===== src/sdf_pkg.sv =====
// Shared constants and types for the signed decimal formatter.
`default_nettype none
package sdf_pkg;

  localparam int unsigned VALUE_WIDTH = 64;
  // Decimal places needed for 2^VALUE_WIDTH - 1, using 1233/4096 as log10(2).
  localparam int unsigned DIGITS  = ((VALUE_WIDTH * 1233) >> 12) + 1;
  localparam int unsigned BCD_W   = DIGITS * 4;
  localparam int unsigned NDIG_W  = $clog2(DIGITS + 1);
  localparam int unsigned CNT_W   = (VALUE_WIDTH > 1) ? $clog2(VALUE_WIDTH) : 1;

  localparam logic [5:0] CH_MINUS = 6'd45;
  localparam logic [1:0] CH_DIGIT_HI = 2'b11;  // '0' is 6'b110000
  localparam logic [3:0] DAB_LIMIT = 4'd5;
  localparam logic [3:0] DAB_ADD   = 4'd3;

  typedef logic [VALUE_WIDTH-1:0] mag_t;
  typedef logic [3:0] digit_t;

  typedef struct packed {
    logic start;
    logic pop;
  } conv_ctrl_t;

  typedef struct packed {
    logic   ready;
    digit_t digit;
    logic   final_digit;
  } conv_stat_t;

endpackage
`default_nettype wire


===== src/sdf_bin2bcd.sv =====
// Bit-serial binary to BCD converter with leading-zero removal and digit pop.
`default_nettype none
module sdf_bin2bcd (
  input  wire                  clk_i,
  input  wire                  rst_ni,
  input  wire sdf_pkg::conv_ctrl_t ctrl_i,
  input  wire sdf_pkg::mag_t       mag_i,
  output sdf_pkg::conv_stat_t  stat_o
);
  import sdf_pkg::*;

  typedef enum logic [1:0] {C_IDLE, C_CONV, C_SKIP, C_READY} cstate_e;

  cstate_e           state_q;
  mag_t              mag_q;
  logic [BCD_W-1:0]  bcd_q;
  logic [CNT_W-1:0]  cnt_q;
  logic [NDIG_W-1:0] ndig_q;

  logic [BCD_W-1:0]  bcd_dab;
  logic [BCD_W-1:0]  bcd_digit_shift;
  digit_t            top_digit;
  logic              one_left;

  // Add three to every place of five or more before the shift.
  always_comb begin
    for (int i = 0; i < DIGITS; i++) begin
      if (bcd_q[i*4 +: 4] >= DAB_LIMIT) begin
        bcd_dab[i*4 +: 4] = bcd_q[i*4 +: 4] + DAB_ADD;
      end else begin
        bcd_dab[i*4 +: 4] = bcd_q[i*4 +: 4];
      end
    end
  end

  assign bcd_digit_shift = {bcd_q[BCD_W-5:0], 4'd0};
  assign top_digit       = bcd_q[BCD_W-1 -: 4];
  assign one_left        = (ndig_q == NDIG_W'(1));

  assign stat_o.ready       = (state_q == C_READY);
  assign stat_o.digit       = top_digit;
  assign stat_o.final_digit = one_left;

  always_ff @(posedge clk_i or negedge rst_ni) begin
    if (!rst_ni) begin
      state_q <= C_IDLE;
      mag_q   <= '0;
      bcd_q   <= '0;
      cnt_q   <= '0;
      ndig_q  <= '0;
    end else begin
      case (state_q)
        C_IDLE: begin
          if (ctrl_i.start) begin
            mag_q   <= mag_i;
            bcd_q   <= '0;
            cnt_q   <= CNT_W'(VALUE_WIDTH - 1);
            state_q <= C_CONV;
          end
        end
        C_CONV: begin
          bcd_q <= {bcd_dab[BCD_W-2:0], mag_q[VALUE_WIDTH-1]};
          mag_q <= {mag_q[VALUE_WIDTH-2:0], 1'b0};
          cnt_q <= cnt_q - CNT_W'(1);
          if (cnt_q == '0) begin
            ndig_q  <= NDIG_W'(DIGITS);
            state_q <= C_SKIP;
          end
        end
        C_SKIP: begin
          if (top_digit == '0 && !one_left) begin
            bcd_q  <= bcd_digit_shift;
            ndig_q <= ndig_q - NDIG_W'(1);
          end else begin
            state_q <= C_READY;
          end
        end
        C_READY: begin
          if (ctrl_i.pop) begin
            bcd_q  <= bcd_digit_shift;
            ndig_q <= ndig_q - NDIG_W'(1);
            if (one_left) begin
              state_q <= C_IDLE;
            end
          end
        end
        default: state_q <= C_IDLE;
      endcase
    end
  end

endmodule
`default_nettype wire


===== src/signed_decimal_formatter.sv =====
// Top level: signed integer to decimal ASCII character stream.
// Steps: the item is taken, converted by bit-serial double dabble, and the leading zeros
// of the result are dropped; the converter then hands over, and the optional minus sign
// and the digits follow at one character per cycle while the output is not stalled.
// One item is in flight at a time; reset clears all control state and output.
`default_nettype none
module signed_decimal_formatter (
  input  wire               clk_i,
  input  wire               rst_ni,
  input  wire               in_valid_i,
  output logic              in_stall_o,
  input  wire signed [63:0] value_i,
  output logic              out_valid_o,
  input  wire               out_stall_i,
  output logic [5:0]        char_code_o,
  output logic              last_o
);
  import sdf_pkg::*;

  // The top sequences one item: wait for the converter, emit an optional
  // minus sign, then pop digits most significant first.
  typedef enum logic [1:0] {S_IDLE, S_CONV, S_SIGN, S_EMIT} state_e;

  state_e     state_q;
  logic       neg_q;
  logic       out_valid_q;
  logic [5:0] char_q;
  logic       last_q;

  conv_ctrl_t ctrl;
  conv_stat_t stat;
  mag_t       raw;
  mag_t       mag;
  logic       in_fire;
  logic       slot_free;
  logic       char_load;

  // Only the low VALUE_WIDTH bits take part; the sign is their top bit.
  // The negation works within that width, so the most negative value
  // yields its full unsigned magnitude.
  assign raw = value_i[VALUE_WIDTH-1:0];
  assign mag = raw[VALUE_WIDTH-1] ? (~raw + mag_t'(1)) : raw;

  assign in_stall_o = (state_q != S_IDLE);
  assign in_fire    = in_valid_i && !in_stall_o;
  // The output register can take a new character when empty or draining.
  assign slot_free  = !out_valid_q || !out_stall_i;

  assign ctrl.start = in_fire;
  assign ctrl.pop   = (state_q == S_EMIT) && stat.ready && slot_free;

  // A new character enters the output register on the sign or on a digit pop.
  assign char_load  = ((state_q == S_SIGN) && slot_free) || ctrl.pop;

  sdf_bin2bcd u_bin2bcd (
    .clk_i  (clk_i),
    .rst_ni (rst_ni),
    .ctrl_i (ctrl),
    .mag_i  (mag),
    .stat_o (stat)
  );

  always_ff @(posedge clk_i or negedge rst_ni) begin
    if (!rst_ni) begin
      state_q     <= S_IDLE;
      neg_q       <= 1'b0;
      out_valid_q <= 1'b0;
      char_q      <= '0;
      last_q      <= 1'b0;
    end else begin
      if (char_load) begin
        out_valid_q <= 1'b1;
      end else if (out_valid_q && !out_stall_i) begin
        out_valid_q <= 1'b0;
      end
      case (state_q)
        S_IDLE: begin
          if (in_fire) begin
            neg_q   <= raw[VALUE_WIDTH-1];
            state_q <= S_CONV;
          end
        end
        S_CONV: begin
          if (stat.ready) begin
            state_q <= neg_q ? S_SIGN : S_EMIT;
          end
        end
        S_SIGN: begin
          if (slot_free) begin
            char_q      <= CH_MINUS;
            last_q      <= 1'b0;
            state_q     <= S_EMIT;
          end
        end
        S_EMIT: begin
          if (ctrl.pop) begin
            char_q      <= {CH_DIGIT_HI, stat.digit};
            last_q      <= stat.final_digit;
            if (stat.final_digit) begin
              state_q <= S_IDLE;
            end
          end
        end
        default: state_q <= S_IDLE;
      endcase
    end
  end

  assign out_valid_o = out_valid_q;
  assign char_code_o = char_q;
  assign last_o      = last_q;

  // Every character shown is a minus sign or a decimal digit.
  a_char_legal: assert property (@(posedge clk_i) disable iff (!rst_ni)
    out_valid_o |-> (char_code_o == CH_MINUS) ||
                    (char_code_o[5:4] == CH_DIGIT_HI && char_code_o[3:0] <= 4'd9))
    else $error("character code out of range");

  // A minus sign is never the last character of a number.
  a_minus_not_last: assert property (@(posedge clk_i) disable iff (!rst_ni)
    (out_valid_o && char_code_o == CH_MINUS) |-> !last_o)
    else $error("minus sign marked last");

  // Digits are popped only once the converter has finished.
  a_pop_ready: assert property (@(posedge clk_i) disable iff (!rst_ni)
    ctrl.pop |-> stat.ready && state_q == S_EMIT)
    else $error("digit popped before conversion done");

  // The first character after the sign state is a digit, not another sign.
  a_sign_once: assert property (@(posedge clk_i) disable iff (!rst_ni)
    (state_q == S_SIGN && slot_free) |=> state_q == S_EMIT)
    else $error("sign state did not advance to digits");

endmodule
`default_nettype wire


===== config.mk =====
export PLATFORM = sky130hd
export DESIGN_NAME = signed_decimal_formatter
export DESIGN_NICKNAME = d
export VERILOG_FILES = /design/src/sdf_pkg.sv /design/src/sdf_bin2bcd.sv /design/src/signed_decimal_formatter.sv
export SDC_FILE = /design/constraint.sdc
export NUM_CORES = 1
export LEC_CHECK = 0
export BUFFER_PORTS_ARGS = -buffer_cell sky130_fd_sc_hd__buf_4
export CAP_MARGIN = 20
export CORE_AREA = 2 2 152 154
export CTS_BUF_LIST = sky130_fd_sc_hd__clkbuf_8 sky130_fd_sc_hd__clkbuf_16
export DETAILED_ROUTE_END_ITERATION = 10
export DIE_AREA = 0 0 154 156
export PLACE_DENSITY = 0.69
export SLEW_MARGIN = 30
export SYNTH_ARGS = -nofsm -noshare
export SYNTH_HDL_FRONTEND = slang
export SYNTH_SLANG_ARGS = --single-unit
export TNS_END_PERCENT = 1

===== constraint.sdc =====
create_clock -name clk_i -period 2.55 [get_ports clk_i]
set_input_delay 0.1275 -clock clk_i [delete_from_list [all_inputs] [get_ports clk_i]]
set_output_delay 0.1275 -clock clk_i [all_outputs]
set_load 0.02 [all_outputs]

==> impl_results.md <==
* Die Ht at 156 um
* Delay-heaviest family, CP: simple AND/OR/NAND/NOR gates
* Area after DPL at 12100 um^2
* Synth Area in XOR/XNOR at 7.83%
* Post-synth top flop: dfrtp_1
* Core Area at 22400 um^2
* Syn Nets at about 1400
* Syn_area_per_cell at roughly 8.4 um^2
* Num CTS Buffers at 17
* Drt first pass iters at 5
* Fin. max-slew vios at 0
* Total gr overflow at 0
* Unique masters post-synth at 54
* F_max at 408 MHz
* Initial Util at 49.0%
* Nets@finish at approximately 1500
* Final Cycle Share at 96.1%
* Endpoints failing setup at 0
* Worst hold slack at 0.00880 ns
* Cell count along the critical path at 11
* Asr flop ratio synth at 100%
* Post-DR wirelength/cell at 15.7 um
* Crit path cell chain: dlygate4sd3_1 -> buf_4 -> or4_1 -> buf_4 -> nor4_2 -> buf_4 -> nand2_1 -> or4_1 -> o21ai_1 -> xor2_1 -> o21ai_1
* Post-route cell area at 12800 um^2
* Layout cells sized above 1 at 13.3%
* Avg Vias per Cell at 5.80
* Antenna violations before repair at 0
* Kind of critical path: input port to flop
* I/O pin count at 77
* Post-synth EDFFs at 0
* Worst Path Arrival at 2.76 ns
* Max_slew headroom at 50.9%
* First-pass GRT wire length at 44900 um
* Antenna Nets Post-Route at 0
* Register area share after synthesis at 38.4%
* Top post-synthesis cells by area: dfrtp_1 (38%), o21ai_0 (6.5%), ha_1 (6.4%)
* Post-synthesis compound-gate area fraction at 24.8%
* CP Capture Type: flop
* Port Buf Inserts at 76
* Clock Skew at around 0.013 ns
* Final HPWL DP at 17300 um
* Min Clock Period, post-route at between 2 and 2.5 ns
* Post-synthesis register bit count at 168
* Vias in the first global route at roughly 9000
* WP buf/inv at 4
* Fraction of synthesized area in multiplexers at 0.754%
* Setup tns final at 0 ns
* Leakage power at ~5.4 nW
* Critical path fanouts, max at 4
* H-tree depth at 4
* Max-Cap Viols at 0
* Most frequent cells in the layout: dfrtp_1 (168), nand2_1 (165), o21ai_0 (127)
* RSZ-0062 raised after global routing: true
* Cell repeated most along the worst path: buf_4
* Fin worst setup slack at 0.0995 ns
* RePlAce Congestion at 0.907
* Gr usage total at around 22%
* CTS tree: done
* Path depth of the worst reg2reg path at 9
* Clk buf depth at 2
* Drt first-iter violations at 630
* Pwr Density at 472 nW/um^2
* Worst hold stages at 3
* Core Rows at 55
* Drt total wl at 26300 um
* Area Growth Syn to Fin at 16.4%
* Synth top area share at a little under two fifths
* Inserted Diodes at 0
* Hold Path Class: input port to flop
* Largest net degree at the start of global routing at 76
* Post-Syn Instances at 1301
* Post-route DRC at 0
* Slowest Stage Delay on Critical Path at 0.57 ns
* Startpoint types: input port
* Via Count at between 9000 and 10000
* Filler Cell Count at 2001
* Most common cell after layout, fill and taps aside: dfrtp_1
* Placed Cells at about 1600
* Post-Synth Simple-Gate Area at 17.1%
* Yosys warning total at 0
* Post-Syn Area at 11000 um^2
* Die span in x at ~150 um
* CTS root buffer: clkbuf_16
* Worst-path clk slew at 0.07 ns
* Final hold vios at 0
* Worst Path Required at 2.86 ns
* Die area at 24000 um^2
* Layout Cells excl Fill at 1671
* Largest family of logic cells by synthesized area: compound AO/OA/AOI/OAI gates
* Worst-margin pin slew at between 0.7 and 0.8 ns
* Pre-CTS setup slack at -0.108 ns
* Worst vdd ir at between 0.3 and 0.4 mV
* Clock Latency Late Sink at 0.44 ns
* Clock net sink count at between 150 and 200
* Yosys top cell by area: dfrtp_1
* CP max stage cell: dlygate4sd3_1
* Status: completed
* Post-Synth Adder-Cell Area at 6.39%
==> what timing repair did <==
action	4_1_cts	5_1_grt
endpoints found under the setup margin	3	37
hold buffers	9	0
resized for setup	0	24
endpoints found under the hold margin	61	0
pin swaps	0	1
setup buffers	1	0
==> per-layer routing <==
metal | GRT usage [%] | vias up | share of wire (%)
met5 | 0 | - | 0
met4 | 5.96 | 0 | 1.6
met3 | 3.36 | 34 | 3.2
met2 | 37.3 | 166 | 47
met1 | 30.2 | 4709 | 48
li1 | - | 4786 | -
==> final cells by class <==
type,instances,area (um^2),area share [%]
Sequential cell,168,4200,33.0
Clock buffer,18,439,3.44
Clock inverter,13,135,1.06
Inverter,56,210,1.65
Tap cell,285,357,2.80
Timing Repair Buffer,135,1110,8.74
Multi-Input combinational cell,996,6290,49.4
==> final timing paths <==
check	startpoint	endpoint	slack [ns]
max	value_i[41]	u_bin2bcd.mag_q[57]	0.1
min	value_i[59]	u_bin2bcd.mag_q[59]	0.009
max reg2reg	u_bin2bcd.ndig_q[1]	u_bin2bcd.bcd_q[33]	0.11
min reg2reg	u_bin2bcd.mag_q[9]	u_bin2bcd.mag_q[9]	0.48
max in group asynchronous	rst_ni	u_bin2bcd.mag_q[58]	1.55
min in group asynchronous	rst_ni	u_bin2bcd.bcd_q[62]	0.22
==> where the power goes <==
group / switching, mW / internal, mW
clock network: 1.22 / 1.40
logic: 0.374 / 0.285
registers: 0.0386 / 2.71
==> synth_stat cells (3+ instances only) <==
master and number:
nand4_1 6, inv_1 55, or4_1 16, a22oi_1 41
clkbuf_1 75, and3_1 8, or2_2 4, xnor2_1 38
o22a_1 3, or3_1 16, o22ai_1 20, xor2_1 60
nor4b_1 3, a21oi_1 117, a2bb2oi_1 19, nand2_1 165
nand3_1 12, nor4_1 5, buf_1 4, nand2b_1 22
dfrtp_1 168, o41ai_1 8, o21ai_0 143, o31ai_1 58
and2_1 4, nor3_1 29, ha_1 56, or2_1 3
o211ai_1 3, nor3b_1 20, nor2_1 60, o21ai_1 27
mux2i_1 6
==> state kept, by name (all words and copies together) (netlist names), 2 cells and up <==
signal             flops
char_code_o            6
u_bin2bcd.bcd_q       80
u_bin2bcd.mag_q       64
u_bin2bcd.cnt_q        6
u_bin2bcd.state_q      2
u_bin2bcd.ndig_q       5
state_q                2
==> stage by stage <==
| step | power (mW) | util, % |
|---|---|---|
| finish | 6.02 | 57.0 |
| global route | 6.27 | 57.0 |
| CTS | 6.07 | 56.9 |
| detailed placement | 3.45 | 53.9 |
| global placement | 3.44 | 53.9 |
| floorplan | 3.14 | - |
==> cell families after synthesis <==
kind of cell / after synthesis
muxes: 8
buffers and inverters: 137
DFF: 168
adders and majority gates: 56
AOI/OAI and AO/OA: 451
and+or+nand+nor: 383
xor gates and xnor gates: 98
==> tightest hold or removal path, stage by stage <==
cell and delay (ns):
buf_4 0.10, xor2_1 0.06, o21ai_1 0.11
No activity file was read; power rests on OpenSTA's default activity.
